--- config.mk ---
export PLATFORM = sky130hd
export DESIGN_NAME = index_word_tokenizer_flat
export DESIGN_NICKNAME = d
export VERILOG_FILES = /design/src/hw/rtl/iwt_pkg.sv /design/src/hw/rtl/iwt_if.sv /design/src/hw/rtl/iwt_ram.sv /design/src/hw/rtl/iwt_front.sv /design/src/hw/rtl/iwt_desc_fifo.sv /design/src/hw/rtl/iwt_back.sv /design/src/hw/rtl/index_word_tokenizer.sv /design/src/flat_wrapper.sv
export SDC_FILE = /design/constraint.sdc
export NUM_CORES = 2
export LEC_CHECK = 0
export ABC_AREA = 1
export BUFFER_PORTS_ARGS = -buffer_cell sky130_fd_sc_hd__buf_2
export CORE_ASPECT_RATIO = 0.5
export CORE_MARGIN = 1
export CORE_UTILIZATION = 60
export CTS_CLUSTER_SIZE = 25
export DETAILED_ROUTE_END_ITERATION = 10
export PLACE_DENSITY = 0.85
export SKIP_LAST_GASP = 1
export SLEW_MARGIN = 30
export SYNTH_ARGS = -nofsm -noshare
export SYNTH_HDL_FRONTEND = slang
export SYNTH_SLANG_ARGS = --single-unit
export TNS_END_PERCENT = 50
--- constraint.sdc ---
create_clock -name clk_i -period 6.6 [get_ports clk_i]
set_clock_uncertainty 0.2 [all_clocks]
set_input_delay 0.66 -clock clk_i [delete_from_list [all_inputs] [get_ports clk_i]]
set_output_delay 0.66 -clock clk_i [all_outputs]
set_load 0.05 [all_outputs]
--- src/hw/rtl/iwt_pkg.sv ---
// ----------------------------------------------------------------------------
// iwt_pkg
// Shared types, constants and character helpers of the index word tokenizer.
// ----------------------------------------------------------------------------
package iwt_pkg;

  localparam int MAX_WORD_DEF = 64;

  localparam int BYTE_W     = 8;
  localparam int OFS_W      = 32;
  localparam int SIZE_W     = 7;
  localparam int CFG_IDX_W  = 2;

  // char ring between front and back, holds at least one full word plus one
  localparam int RING_DEPTH = 128;
  localparam int RING_AW    = $clog2(RING_DEPTH);
  localparam int PTR_W      = RING_AW + 1;

  localparam int DESC_DEPTH = 4;
  localparam int DESC_AW    = $clog2(DESC_DEPTH);

  localparam logic [BYTE_W-1:0] CH_DASH   = 8'h2D;
  localparam logic [BYTE_W-1:0] CH_LBRACK = 8'h5B;
  localparam logic [BYTE_W-1:0] CH_RBRACK = 8'h5D;
  localparam logic [BYTE_W-1:0] CH_CARET  = 8'h5E;
  localparam logic [BYTE_W-1:0] CH_BSLASH = 8'h5C;
  localparam logic [BYTE_W-1:0] CH_USCORE = 8'h5F;

  typedef enum logic [CFG_IDX_W-1:0] {
    CFG_INDEX_DIGITS      = 2'd0,
    CFG_INTERPRET_SPECIAL = 2'd1,
    CFG_SPECIAL_INDEXABLE = 2'd2
  } cfg_idx_e;

  typedef struct packed {
    logic index_digits;
    logic interpret_special;
    logic special_indexable;
  } cfg_t;

  typedef struct packed {
    logic [OFS_W-1:0]  offset;
    logic [SIZE_W-1:0] size;
  } desc_t;

  typedef struct packed {
    logic               we;
    logic [RING_AW-1:0] addr;
    logic [BYTE_W-1:0]  data;
  } ring_wr_t;

  function automatic logic is_indexable(input logic [BYTE_W-1:0] b, input cfg_t cfg);
    logic res;
    res = ((b >= 8'h61) && (b <= 8'h7A)) || ((b >= 8'h41) && (b <= 8'h5A)) ||
          (b == CH_USCORE);
    if (cfg.index_digits && (b >= 8'h30) && (b <= 8'h39)) res = 1'b1;
    if (cfg.special_indexable &&
        ((b == CH_DASH) || (b == CH_LBRACK) || (b == CH_RBRACK))) res = 1'b1;
    return res;
  endfunction

  function automatic logic [BYTE_W-1:0] fold_case(input logic [BYTE_W-1:0] b);
    logic [BYTE_W-1:0] res;
    res = b;
    if ((b >= 8'h41) && (b <= 8'h5A)) res = b | 8'h20;
    return res;
  endfunction

endpackage

--- src/hw/rtl/iwt_if.sv ---
// ----------------------------------------------------------------------------
// iwt_if
// Valid/ready channels of the index word tokenizer: text in, words out, config.
// ----------------------------------------------------------------------------
interface iwt_in_if import iwt_pkg::*; ();
  logic              valid;
  logic              ready;
  logic [BYTE_W-1:0] text_byte;
  logic              buffer_last;

  modport source (output valid, output text_byte, output buffer_last, input ready);
  modport sink   (input valid, input text_byte, input buffer_last, output ready);
endinterface

interface iwt_out_if import iwt_pkg::*; ();
  logic              valid;
  logic              ready;
  logic [BYTE_W-1:0] word_char;
  logic              word_last;
  logic [OFS_W-1:0]  word_offset;
  logic [SIZE_W-1:0] word_size;

  modport source (output valid, output word_char, output word_last, output word_offset,
                  output word_size, input ready);
  modport sink   (input valid, input word_char, input word_last, input word_offset,
                  input word_size, output ready);
endinterface

interface iwt_cfg_if import iwt_pkg::*; ();
  logic                 valid;
  logic                 ready;
  logic [CFG_IDX_W-1:0] index;
  logic                 data;

  modport source (output valid, output index, output data, input ready);
  modport sink   (input valid, input index, input data, output ready);
endinterface

--- src/hw/rtl/iwt_ram.sv ---
// ----------------------------------------------------------------------------
// iwt_ram
// Generic simple dual-port RAM, one write port, one registered read port.
// ----------------------------------------------------------------------------
module iwt_ram #(
  parameter int WIDTH = 8,
  parameter int DEPTH = 128,
  localparam int AW   = $clog2(DEPTH)
) (
  input  logic             clk_i,
  input  logic             we_i,
  input  logic [AW-1:0]    waddr_i,
  input  logic [WIDTH-1:0] wdata_i,
  input  logic             re_i,
  input  logic [AW-1:0]    raddr_i,
  output logic [WIDTH-1:0] rdata_o
);

  logic [WIDTH-1:0] mem_q [DEPTH];
  logic [WIDTH-1:0] rdata_q;

  always_ff @(posedge clk_i) begin
    if (we_i) begin
      mem_q[waddr_i] <= wdata_i;
    end
    if (re_i) begin
      rdata_q <= mem_q[raddr_i];
    end
  end

  assign rdata_o = rdata_q;

endmodule

--- src/hw/rtl/iwt_front.sv ---
// ----------------------------------------------------------------------------
// iwt_front
// Accepts text bytes, classifies them, writes word chars into the char ring
// and queues a descriptor for every finished word.
// ----------------------------------------------------------------------------
module iwt_front import iwt_pkg::*; #(
  parameter int  MAX_WORD = MAX_WORD_DEF,
  localparam int CW       = $clog2(MAX_WORD + 1)
) (
  input  logic             clk_i,
  input  logic             rst_ni,
  iwt_in_if.sink           text_i,
  input  cfg_t             cfg_i,
  input  logic [PTR_W-1:0] rd_ptr_i,
  input  logic             desc_full_i,
  output logic             desc_push_o,
  output desc_t            desc_o,
  output ring_wr_t         wr_o
);

  logic [OFS_W-1:0] pos_q, pos_d;
  logic [OFS_W-1:0] start_q, start_d;
  logic [CW-1:0]    cnt_q, cnt_d;
  logic             ib_q, ib_d;
  logic             ao_q, ao_d;
  logic             skip_q, skip_d;
  logic             swal_q, swal_d;
  logic [PTR_W-1:0] wr_q, wr_d;
  logic [PTR_W-1:0] cm_q, cm_d;

  logic [PTR_W-1:0]  used;
  logic              acc;
  logic [BYTE_W-1:0] b;
  logic              idx;
  logic              do_add;
  logic              do_emit;
  logic [CW-1:0]     fin_cnt;
  logic [OFS_W-1:0]  fin_start;

  assign used         = wr_q - rd_ptr_i;
  assign text_i.ready = !used[RING_AW] && !desc_full_i;
  assign acc          = text_i.valid && text_i.ready;
  assign b            = text_i.text_byte;
  assign idx          = is_indexable(b, cfg_i);

  always_comb begin
    pos_d       = pos_q;
    start_d     = start_q;
    cnt_d       = cnt_q;
    ib_d        = ib_q;
    ao_d        = ao_q;
    skip_d      = skip_q;
    swal_d      = swal_q;
    wr_d        = wr_q;
    cm_d        = cm_q;
    do_add      = 1'b0;
    do_emit     = 1'b0;
    fin_cnt     = '0;
    fin_start   = start_q;
    desc_push_o = 1'b0;
    wr_o.we     = 1'b0;
    wr_o.addr   = wr_q[RING_AW-1:0];
    wr_o.data   = fold_case(b);
    if (acc) begin
      pos_d = pos_q + 1'b1;
      if (swal_q) begin
        swal_d = 1'b0;
      end else if (skip_q && idx) begin
        skip_d = 1'b1;
      end else begin
        skip_d = 1'b0;
        if (idx || ib_q) begin
          if (b == CH_LBRACK) begin
            ao_d = 1'b1;
            ib_d = 1'b1;
          end else begin
            ao_d = 1'b0;
            if (b == CH_RBRACK) ib_d = 1'b0;
          end
          if ((b == CH_DASH) && !ib_q) do_emit = 1'b1;
          else do_add = 1'b1;
        end else if (cfg_i.special_indexable && (b == CH_CARET) && ao_q) begin
          ao_d   = 1'b0;
          do_add = 1'b1;
        end else begin
          ao_d    = 1'b0;
          do_emit = 1'b1;
          if (cfg_i.interpret_special && (b == CH_BSLASH)) swal_d = 1'b1;
        end
      end
      if (do_add) begin
        if (cnt_q >= CW'(MAX_WORD)) begin
          // overlong word: drop it and rewind the ring
          cnt_d  = '0;
          skip_d = 1'b1;
          ib_d   = 1'b0;
          ao_d   = 1'b0;
          wr_d   = cm_q;
        end else begin
          if (cnt_q == '0) start_d = pos_q;
          wr_o.we = 1'b1;
          wr_d    = wr_q + 1'b1;
          cnt_d   = cnt_q + 1'b1;
        end
      end
      fin_cnt   = cnt_d;
      fin_start = start_d;
      if (do_emit || text_i.buffer_last) begin
        desc_push_o = (fin_cnt != '0);
        cm_d        = wr_d;
        cnt_d       = '0;
        ib_d        = 1'b0;
        ao_d        = 1'b0;
      end
      if (text_i.buffer_last) begin
        skip_d = 1'b0;
        swal_d = 1'b0;
      end
    end
  end

  assign desc_o.offset = fin_start;
  assign desc_o.size   = SIZE_W'(fin_cnt);

  always_ff @(posedge clk_i or negedge rst_ni) begin
    if (!rst_ni) begin
      pos_q   <= '0;
      start_q <= '0;
      cnt_q   <= '0;
      ib_q    <= 1'b0;
      ao_q    <= 1'b0;
      skip_q  <= 1'b0;
      swal_q  <= 1'b0;
      wr_q    <= '0;
      cm_q    <= '0;
    end else begin
      pos_q   <= pos_d;
      start_q <= start_d;
      cnt_q   <= cnt_d;
      ib_q    <= ib_d;
      ao_q    <= ao_d;
      skip_q  <= skip_d;
      swal_q  <= swal_d;
      wr_q    <= wr_d;
      cm_q    <= cm_d;
    end
  end

`ifndef SYNTHESIS
  a_cnt_max: assert property (@(posedge clk_i) disable iff (!rst_ni)
    cnt_q <= CW'(MAX_WORD))
    else $error("word count above limit");
  a_open_chars: assert property (@(posedge clk_i) disable iff (!rst_ni)
    (wr_q - cm_q) == PTR_W'(cnt_q))
    else $error("uncommitted ring chars differ from word count");
  a_swal_skip: assert property (@(posedge clk_i) disable iff (!rst_ni)
    swal_q |-> !skip_q)
    else $error("swallow and skip both set");
  a_bracket_word: assert property (@(posedge clk_i) disable iff (!rst_ni)
    ib_q |-> (cnt_q != '0))
    else $error("bracket open without a word");
  a_push_room: assert property (@(posedge clk_i) disable iff (!rst_ni)
    desc_push_o |-> !desc_full_i)
    else $error("descriptor push into full queue");
`endif

endmodule

--- src/hw/rtl/iwt_desc_fifo.sv ---
// ----------------------------------------------------------------------------
// iwt_desc_fifo
// Short queue of finished word descriptors between front and back.
// ----------------------------------------------------------------------------
module iwt_desc_fifo import iwt_pkg::*; (
  input  logic  clk_i,
  input  logic  rst_ni,
  input  logic  push_i,
  input  desc_t desc_i,
  input  logic  pop_i,
  output desc_t head_o,
  output logic  empty_o,
  output logic  full_o
);

  desc_t              mem_q [DESC_DEPTH];
  logic [DESC_AW:0]   wp_q, rp_q;
  logic [DESC_AW:0]   fill;

  assign fill    = wp_q - rp_q;
  assign full_o  = fill[DESC_AW];
  assign empty_o = (fill == '0);
  assign head_o  = mem_q[rp_q[DESC_AW-1:0]];

  always_ff @(posedge clk_i) begin
    if (push_i) begin
      mem_q[wp_q[DESC_AW-1:0]] <= desc_i;
    end
  end

  always_ff @(posedge clk_i or negedge rst_ni) begin
    if (!rst_ni) begin
      wp_q <= '0;
      rp_q <= '0;
    end else begin
      if (push_i) wp_q <= wp_q + 1'b1;
      if (pop_i)  rp_q <= rp_q + 1'b1;
    end
  end

endmodule

--- src/hw/rtl/iwt_back.sv ---
// ----------------------------------------------------------------------------
// iwt_back
// Drains finished words from the char ring, one char item per cycle while the
// output is ready, through a RAM read stage and an output register.
// ----------------------------------------------------------------------------
module iwt_back import iwt_pkg::*; (
  input  logic               clk_i,
  input  logic               rst_ni,
  input  desc_t              head_i,
  input  logic               empty_i,
  output logic               pop_o,
  output logic               re_o,
  output logic [RING_AW-1:0] raddr_o,
  input  logic [BYTE_W-1:0]  rdata_i,
  output logic [PTR_W-1:0]   rd_ptr_o,
  iwt_out_if.source          word_o
);

  logic [PTR_W-1:0]  rd_q;
  logic [SIZE_W-1:0] idx_q;
  logic              s1_v_q;
  logic              s1_last_q;
  logic [OFS_W-1:0]  s1_ofs_q;
  logic [SIZE_W-1:0] s1_size_q;
  logic              out_v_q;
  logic [BYTE_W-1:0] out_char_q;
  logic              out_last_q;
  logic [OFS_W-1:0]  out_ofs_q;
  logic [SIZE_W-1:0] out_size_q;

  logic adv;
  logic issue;
  logic is_last;

  assign adv     = !out_v_q || word_o.ready;
  assign issue   = !empty_i && (!s1_v_q || adv);
  assign is_last = (SIZE_W'(idx_q + 1'b1) == head_i.size);
  assign pop_o   = issue && is_last;
  assign re_o    = issue;
  assign raddr_o = rd_q[RING_AW-1:0];
  assign rd_ptr_o = rd_q;

  always_ff @(posedge clk_i or negedge rst_ni) begin
    if (!rst_ni) begin
      rd_q    <= '0;
      idx_q   <= '0;
      s1_v_q  <= 1'b0;
      out_v_q <= 1'b0;
    end else begin
      if (issue) begin
        rd_q  <= rd_q + 1'b1;
        idx_q <= is_last ? '0 : idx_q + 1'b1;
      end
      if (issue) s1_v_q <= 1'b1;
      else if (adv) s1_v_q <= 1'b0;
      if (adv) out_v_q <= s1_v_q;
    end
  end

  always_ff @(posedge clk_i) begin
    if (issue) begin
      s1_last_q <= is_last;
      s1_ofs_q  <= head_i.offset;
      s1_size_q <= head_i.size;
    end
    if (s1_v_q && adv) begin
      out_char_q <= rdata_i;
      out_last_q <= s1_last_q;
      out_ofs_q  <= s1_ofs_q;
      out_size_q <= s1_size_q;
    end
  end

  assign word_o.valid       = out_v_q;
  assign word_o.word_char   = out_char_q;
  assign word_o.word_last   = out_last_q;
  assign word_o.word_offset = out_ofs_q;
  assign word_o.word_size   = out_size_q;

endmodule

--- src/hw/rtl/index_word_tokenizer.sv ---
// The first char item of a word passes the word queue, RAM read stage and output
// register after the byte that ends it is taken. Throughput: one text byte per
// cycle in, one char item per cycle out while word_o is ready; the input stalls
// only when the 128-entry char ring or the word queue is full.
// Reset: all control state and config registers clear at once, no clearing pass.
// ----------------------------------------------------------------------------
// index_word_tokenizer
// Splits a text byte stream into lower-cased index words, char by char.
// ----------------------------------------------------------------------------
module index_word_tokenizer import iwt_pkg::*; #(
  parameter int MAX_WORD = MAX_WORD_DEF
) (
  input  logic       clk_i,
  input  logic       rst_ni,
  iwt_cfg_if.sink    cfg_i,
  iwt_in_if.sink     text_i,
  iwt_out_if.source  word_o
);

  cfg_t               cfg_q;
  desc_t              desc_in;
  desc_t              desc_head;
  logic               desc_push;
  logic               desc_pop;
  logic               desc_empty;
  logic               desc_full;
  ring_wr_t           ring_wr;
  logic               ring_re;
  logic [RING_AW-1:0] ring_raddr;
  logic [BYTE_W-1:0]  ring_rdata;
  logic [PTR_W-1:0]   rd_ptr;

  assign cfg_i.ready = 1'b1;

  always_ff @(posedge clk_i or negedge rst_ni) begin
    if (!rst_ni) begin
      cfg_q <= '0;
    end else if (cfg_i.valid) begin
      unique case (cfg_idx_e'(cfg_i.index))
        CFG_INDEX_DIGITS:      cfg_q.index_digits      <= cfg_i.data;
        CFG_INTERPRET_SPECIAL: cfg_q.interpret_special <= cfg_i.data;
        CFG_SPECIAL_INDEXABLE: cfg_q.special_indexable <= cfg_i.data;
        default: cfg_q <= cfg_q;
      endcase
    end
  end

  iwt_front #(
    .MAX_WORD(MAX_WORD)
  ) u_front (
    .clk_i      (clk_i),
    .rst_ni     (rst_ni),
    .text_i     (text_i),
    .cfg_i      (cfg_q),
    .rd_ptr_i   (rd_ptr),
    .desc_full_i(desc_full),
    .desc_push_o(desc_push),
    .desc_o     (desc_in),
    .wr_o       (ring_wr)
  );

  iwt_desc_fifo u_desc_fifo (
    .clk_i  (clk_i),
    .rst_ni (rst_ni),
    .push_i (desc_push),
    .desc_i (desc_in),
    .pop_i  (desc_pop),
    .head_o (desc_head),
    .empty_o(desc_empty),
    .full_o (desc_full)
  );

  iwt_ram #(
    .WIDTH(BYTE_W),
    .DEPTH(RING_DEPTH)
  ) u_ring (
    .clk_i  (clk_i),
    .we_i   (ring_wr.we),
    .waddr_i(ring_wr.addr),
    .wdata_i(ring_wr.data),
    .re_i   (ring_re),
    .raddr_i(ring_raddr),
    .rdata_o(ring_rdata)
  );

  iwt_back u_back (
    .clk_i   (clk_i),
    .rst_ni  (rst_ni),
    .head_i  (desc_head),
    .empty_i (desc_empty),
    .pop_o   (desc_pop),
    .re_o    (ring_re),
    .raddr_o (ring_raddr),
    .rdata_i (ring_rdata),
    .rd_ptr_o(rd_ptr),
    .word_o  (word_o)
  );

endmodule

--- src/flat_wrapper.sv ---
// flat-port wrapper written by rule: the top's interface ports become plain ports
module index_word_tokenizer_flat import iwt_pkg::*;
#(
  parameter int MAX_WORD = MAX_WORD_DEF
)
  (clk_i, rst_ni, cfg_i_valid, cfg_i_index, cfg_i_data, cfg_i_ready, text_i_valid, text_i_text_byte, text_i_buffer_last, text_i_ready, word_o_valid, word_o_word_char, word_o_word_last, word_o_word_offset, word_o_word_size, word_o_ready);
  iwt_cfg_if cfg_i_i ();
  iwt_in_if text_i_i ();
  iwt_out_if word_o_i ();
  input  logic clk_i;
  input  logic rst_ni;
  input wire logic [$bits(cfg_i_i.valid)-1:0] cfg_i_valid;
  input wire logic [$bits(cfg_i_i.index)-1:0] cfg_i_index;
  input wire logic [$bits(cfg_i_i.data)-1:0] cfg_i_data;
  output wire logic [$bits(cfg_i_i.ready)-1:0] cfg_i_ready;
  input wire logic [$bits(text_i_i.valid)-1:0] text_i_valid;
  input wire logic [$bits(text_i_i.text_byte)-1:0] text_i_text_byte;
  input wire logic [$bits(text_i_i.buffer_last)-1:0] text_i_buffer_last;
  output wire logic [$bits(text_i_i.ready)-1:0] text_i_ready;
  output wire logic [$bits(word_o_i.valid)-1:0] word_o_valid;
  output wire logic [$bits(word_o_i.word_char)-1:0] word_o_word_char;
  output wire logic [$bits(word_o_i.word_last)-1:0] word_o_word_last;
  output wire logic [$bits(word_o_i.word_offset)-1:0] word_o_word_offset;
  output wire logic [$bits(word_o_i.word_size)-1:0] word_o_word_size;
  input wire logic [$bits(word_o_i.ready)-1:0] word_o_ready;
  assign cfg_i_i.valid = cfg_i_valid;
  assign cfg_i_i.index = cfg_i_index;
  assign cfg_i_i.data = cfg_i_data;
  assign cfg_i_ready = cfg_i_i.ready;
  assign text_i_i.valid = text_i_valid;
  assign text_i_i.text_byte = text_i_text_byte;
  assign text_i_i.buffer_last = text_i_buffer_last;
  assign text_i_ready = text_i_i.ready;
  assign word_o_valid = word_o_i.valid;
  assign word_o_word_char = word_o_i.word_char;
  assign word_o_word_last = word_o_i.word_last;
  assign word_o_word_offset = word_o_i.word_offset;
  assign word_o_word_size = word_o_i.word_size;
  assign word_o_i.ready = word_o_ready;
  index_word_tokenizer #(.MAX_WORD(MAX_WORD)) u_core (.clk_i(clk_i), .rst_ni(rst_ni), .cfg_i(cfg_i_i), .text_i(text_i_i), .word_o(word_o_i));
endmodule
=== After elaboration in Yosys (flattened, before gate mapping) ===
Memories as Yosys holds them, arrays and structs flattened. A register that Yosys moved wholly into a read port is not among the register bits.
Index checks and enable logic that the tools add are counted.

* Reductions and logical operators: 38
* Equal/unequal tests: 9
* Order comparisons: 7
* Muxes and demuxes: 64
* $add $sub $neg: 9

{| class="wikitable"
|+ Operator list
! kind !! count
|-
| $mux 32 || 4
|-
| $mux 1 || 51
|-
| $mux 7 || 6
|-
| $eq 8x7->1 const B || 5
|-
| $add 32x1->32 const B || 1
|-
| $add 8x1->8 const B || 2
|-
| $ge 8x7->1 const B || 2
|-
| $le 8x7->1 const B || 2
|-
| $mux 8 || 2
|-
| $logic_and 1x1->1 || 15
|-
| $add 7x1->7 const B || 2
|-
| $eq 8x6->1 const B || 1
|-
| $ge 8x6->1 const B || 1
|-
| $le 8x6->1 const B || 1
|-
| $logic_or 1x1->1 || 8
|-
| $reduce_and 2->1 || 4
|-
| $sub 8x8->8 || 1
|-
| $eq 7x7->1 || 1
|-
| $ge 7x7->1 const B || 1
|-
| $logic_not 7->1 || 1
|-
| $reduce_bool 7->1 || 1
|-
| $add 3x1->3 const B || 2
|-
| $logic_not 1->1 || 6
|-
| $mux 6 || 1
|-
| other kinds (6) || 6
|}

* Input port bits: 17
* Output and inout port bits: 51
* RAM bits: 1180
* Flip-flop bits (word level): 205
* Memories: 2

{| class="wikitable"
|+ Memory list
! memory !! words !! bits a word !! read ports !! clocked after Yosys merged registers in !! write ports !! RTL line !! source
|-
| u_core.u_ring.mem_q || 128 || 8 || 1 || 1 || 1 || iwt_ram.sv:19 || <nowiki>logic [WIDTH-1:0] mem_q [DEPTH];</nowiki>
|-
| u_core.u_desc_fifo.mem_q || 4 || 39 || 1 || 0 || 1 || iwt_desc_fifo.sv:16 || <nowiki>desc_t mem_q [DESC_DEPTH];</nowiki>
|}

=== Longest topological paths before layout ===
* Depth after elaboration: 18
* Depth in mapped cells: 20
* Mapped depth without buffers: 18

=== By module ===
A second synthesis with hierarchy kept.

* Cells, all modules: 4966
* Area, all modules: 57885.5 µm²

{| class="wikitable"
|+ Modules (own cells, without submodules)
! module !! cells each !! seq. area each (µm²) !! area each (µm²) !! times used
|-
| iwt_ram || 3575 || 30989.7 || 42184.2 || 1
|-
| iwt_desc_fifo || 499 || 4834.6 || 6558.8 || 1
|-
| iwt_front || 634 || 2277.2 || 5248.8 || 1
|-
| iwt_back || 238 || 3067.9 || 3739.8 || 1
|-
| index_word_tokenizer || 20 || 75.1 || 153.9 || 1
|}

=== Least setup slack after synthesis ===
Ideal clock, no wire load.

* Kind: input to register
* Start: in text_i_text_byte[7]
* End: mem u_core.u_ring.mem_q[0][5] (data pin)
* Stages on the path: 5
* Setup slack: -0.755 ns
* Data arrival time: 5.958 ns
* Buffers on the path: 0
* Cell sequence: inv_2 nand2_1 nor2_1 nand2_1 o21ai_0

{| class="wikitable"
|+ RTL lines
! element !! RTL line !! source
|-
| start, declared || flat_wrapper.sv:17 || <nowiki>input wire logic [$bits(text_i_i.text_byte)-1:0] text_i_text_byte;</nowiki>
|-
| end, declared || iwt_ram.sv:19 ||
|}

=== Worst setup path after layout ===
* Start: reg u_core.u_back.rd_q[5], in the netlist u_core.u_back.rd_ptr_o[5]
* End: mem u_core.u_ring.mem_q[160][7], in the netlist u_core.u_ring.mem_q[20][7], enable pin

* Word-level cells in the longest chain between the ends: 7

{| class="wikitable"
|+ Ends and longest elaborated chain
! element !! RTL line !! source
|-
| start, declared || iwt_back.sv:19 || <nowiki>logic [PTR_W-1:0] rd_q;</nowiki>
|-
| start signal, assigned || iwt_back.sv:51 || <nowiki>rd_q <= rd_q + 1'b1;</nowiki>
|-
| $sub 8x8->8 || iwt_front.sv:40 || <nowiki>assign used = wr_q - rd_ptr_i;</nowiki>
|-
| $logic_not 1->1 || iwt_front.sv:41 || <nowiki>assign text_i.ready = !used[RING_AW] && !desc_full_i;</nowiki>
|-
| $logic_and 1x1->1 || iwt_front.sv:41 ||
|-
| $logic_and 1x1->1 || iwt_front.sv:42 || <nowiki>assign acc = text_i.valid && text_i.ready;</nowiki>
|-
| $mux 1 || iwt_front.sv:64 || <nowiki>if (acc) begin</nowiki>
|-
| $mux 1 || iwt_ram.sv:23 || <nowiki>if (we_i) begin</nowiki>
|-
| $mux 1 (not written as such) || iwt_ram.sv:24 || <nowiki>mem_q[waddr_i] <= wdata_i;</nowiki>
|}

No other way between the ends.

==> summary.md <==
| Metric | Value |
|---|---|
| Area growth, synth to finish | 9.491% |
| Fin crit period | roughly 5.4 ns |
| Commonest non-fill, non-tap cell in the layout | edfxtp_1 |
| HP Class | in2reg |
| Max Cap Violations | 0 |
| # rows | 78 |
| GRT Overall Usage | between 30 and 40% |
| Maximum clock frequency | 184.4 MHz |
| Worst EP required | 6.76 ns |
| TritonCTS clock tree | done |
| Final Cycle Share | ~82% |
| Average size of a mapped cell | around 13 µm² |
| Final hold vios | 0 |
| Post-CTS setup repair buffer count | 0 |
| Design area | just over 60000 µm² |
| Run status | complete, no violations |
| Arrival time at the worst endpoint | approximately 5.6 ns |
| Io pins | between 60 and 70 |
| Initial antenna violation count | 4 |
| Cell count after synthesis | 4319 |
| DP Area | around 57000 µm² |
| TNS Setup | 0 ns |
| Yosys cell types | between 40 and 50 |
| Clk sink count | 1393 |
| Nature of the critical path startpoint | flop |
| Largest area contributor in the netlist | edfxtp_1 |
| Post-CTS Resized | 0 |
| RSZ-0062 raised after global routing | false |
| Most frequent cells in the layout | edfxtp_1, nor2_1, o21ai_0, nand2_1, o22ai_1 |
| Die X | roughly 430 µm |
| Placer Congestion | 0.9500 |
| Slew headroom | approximately 30% |
| CP Class | reg2reg |
| Fillers | ~5900 |
| H-tree depth | 3 |
| CP Capture Type | flop |
| Nets | 4321 |
| Register area share after synthesis | around three quarters |
| Pre-antenna DRT Iters | 10 |
| Pleak | between 20 and 25 nW |
| Initial Util | roughly three fifths |
| Vias in the first global route | about 36000 |
| Routed WL per cell | between 20 and 30 µm |
| Power Density | approximately 430 nW/µm² |
| Top cell type's share of synthesized area | about 69% |
| Syn nets | approximately 4400 |
| Largest cells by area after synthesis | edfxtp_1, o21ai_0, nor2_1 |
| Worst-path fanout max | 30 |
| Core ar. | 90860 µm² |
| Main synth FF type | edfxtp_1 |
| First-pass GRT wire length | 213700 µm |
| Antenna-violating nets left | 0 |
| Synth Register Bits | between 1000 and 1500 |
| Clk slew on worst S/H paths | 0.07 ns |
| Share of cells above drive strength 1 | 7.662% |
| Die area | 93350 µm² |
| DRC errors left | 0 |
| Final setup viols | 0 |
| Mapped cell area | between 50000 and 60000 µm² |
| Cts bufs inserted | approximately 120 |
| Global route overflow | 0 |
| Root Driver | clkbuf_16 |
| Drt total wl | 143600 µm |
| Routed vias | about 37000 |
| Vias/cell | around 6.6 |
| Worst-Skew Late Latency | between 0.7 and 0.8 ns |
| Seq. cell area | 41260 µm² |
| Multi-input gate area | about 13000 µm² |
| Die H | approximately 220 µm |
| Async SR Flop Fraction | between 8 and 9% |
| Pin count of the biggest net entering global routing | 260 |
| Hold buffer count at cts | 1 |
| Worst Max-Slew Pin Slew | roughly 1.1 ns |
| Port bufs | 66 |
| EDFF count, synth | 1276 |
| CTS Buffer Depth | 3 |
| Ys Warns | 0 |
| Half-perimeter wire length after placement | between 80000 and 90000 µm |
| Max-slew violation count | 0 |
| Initial DRC Count | roughly 6300 |
| Peak supply drop | between 0.0005 and 0.0006 V |
==> metrics by stage <==
stage	total power [mW]	setup slack [ns]	hold slack, ns	utilization (%)	cells
after global placement	18.21	1.297	0.2034	62.30	5406
after detailed placement	18.45	1.138	0.2052	62.30	5406
after CTS	25.37	1.503	0.01025	66.52	5624
after floorplan	15.81	1.327	0.1644	-	4319
after global routing	26.47	1.064	0.05081	66.56	5625
final	25.72	1.178	0.03648	66.56	5626
==> power by group <==
group / leakage (nW) / switching (mW) / internal (mW)
Combinational: 5.07 / 6.05 / 1.97
Sequential: 13.1 / 0.400 / 10.3
Clock: 1.90 / 3.14 / 3.84
Total: 20.0 / 9.59 / 16.1
==> cell families (layout without fill, tap and decap cells) <==
kind of cell    count (synthesis)  count (layout)  synth area share (%)
compound gates               1039            1039                 10.78
xor+xnor                       60              60                0.9514
fa+ha+maj                      19              19                0.4440
buf+inv                       394             460                 2.770
flops                        1393            1393                 74.67
other cells                     1               2              0.006789
simple gates                 1413            1413                 10.37
==> sequential cells by signal, summed over array words and instances, names as in the netlist, 3 cells and up <==
name and cells:
u_core.u_ring.mem_q 1024, u_core.u_desc_fifo.mem_q 156, u_core.u_back.s1_ofs_q 32, u_core.u_back.word_o.word_offset 32, u_core.u_front.pos_q 32, u_core.u_front.start_q 32, u_core.u_back.rd_ptr_o 8, u_core.u_back.word_o.word_char 8
u_core.u_front.cm_q 8, u_core.u_front.wr_q 8, u_core.u_ring.rdata_o 8, u_core.u_back.idx_q 7, u_core.u_back.s1_size_q 7, u_core.u_back.word_o.word_size 7, u_core.u_front.cnt_q 7, u_core.cfg_q 3
u_core.u_desc_fifo.rp_q 3, u_core.u_desc_fifo.wp_q 3
==> final cells by class <==
class / count / area share [%]
Antenna cell: 1 / 0.004138
Clock buffer: 138 / 5.089
Clock inverter: 79 / 1.245
Inverter: 124 / 0.7903
Multi-Input combinational cell: 2532 / 20.70
Sequential cell: 1393 / 68.22
Tap cell: 1240 / 2.565
Timing Repair Buffer: 119 / 1.384
==> path summary, 6_finish.rpt <==
kind                            slack (ns)  cells after the start                       start                           endpoint
min in group asynchronous             0.37                      2                      rst_ni          u_core.u_front.start_q[4]
worst min-delay path                  0.04                      3                  cfg_i_data                    u_core.cfg_q[2]
worst max register to register        1.18                     15   u_core.u_back.rd_ptr_o[5]         u_core.u_ring.mem_q[20][7]
worst min register to register        0.20                      0  u_core.u_back.s1_size_q[4]  u_core.u_back.word_o.word_size[4]
max in group asynchronous             4.41                      3                      rst_ni          u_core.u_back.rd_ptr_o[0]
worst max-delay path                  1.18                     15   u_core.u_back.rd_ptr_o[5]         u_core.u_ring.mem_q[20][7]
==> synth_stat cells (3+ instances only) <==
cell type	count
nand2_2	3
xnor2_1	10
clkbuf_1	242
xor2_1	50
nand2_1	394
dfrtp_1	117
nand4_1	36
o221ai_1	105
buf_2	11
a31oi_1	13
o21ai_0	650
edfxtp_1	1276
inv_1	117
nand3_1	133
nor4_1	7
a21oi_1	38
o22ai_1	192
ha_1	18
nor3_1	28
o211ai_1	31
nor2_2	5
clkinv_1	3
buf_6	4
buf_1	11
inv_2	4
nand3_4	3
nor2_1	795
==> worst max-delay path, cell delays in order (launching register included) <==
cell     delay, ns
dfrtp_1       0.89
inv_1         0.59
ha_1          0.39
a21oi_1       0.15
o21a_1        0.16
nand2_1       0.09
xnor2_1       0.27
nand2_1       0.09
inv_1         0.08
nand2_1       0.05
buf_4         0.25
nor2_4        0.22
inv_2         0.10
nor2_8        0.16
nand2_2       0.57
nor2_1        0.77
==> per-layer routing <==
layer	wire [µm]	track usage (%)	up-vias
met2	67250	49.06	3073
met5	39	0	-
li1	-	-	15722
met3	19400	7.662	555
met4	6517	12.86	6
met1	50390	39.94	17875
Note: power is estimated with default switching activity, not from simulation.
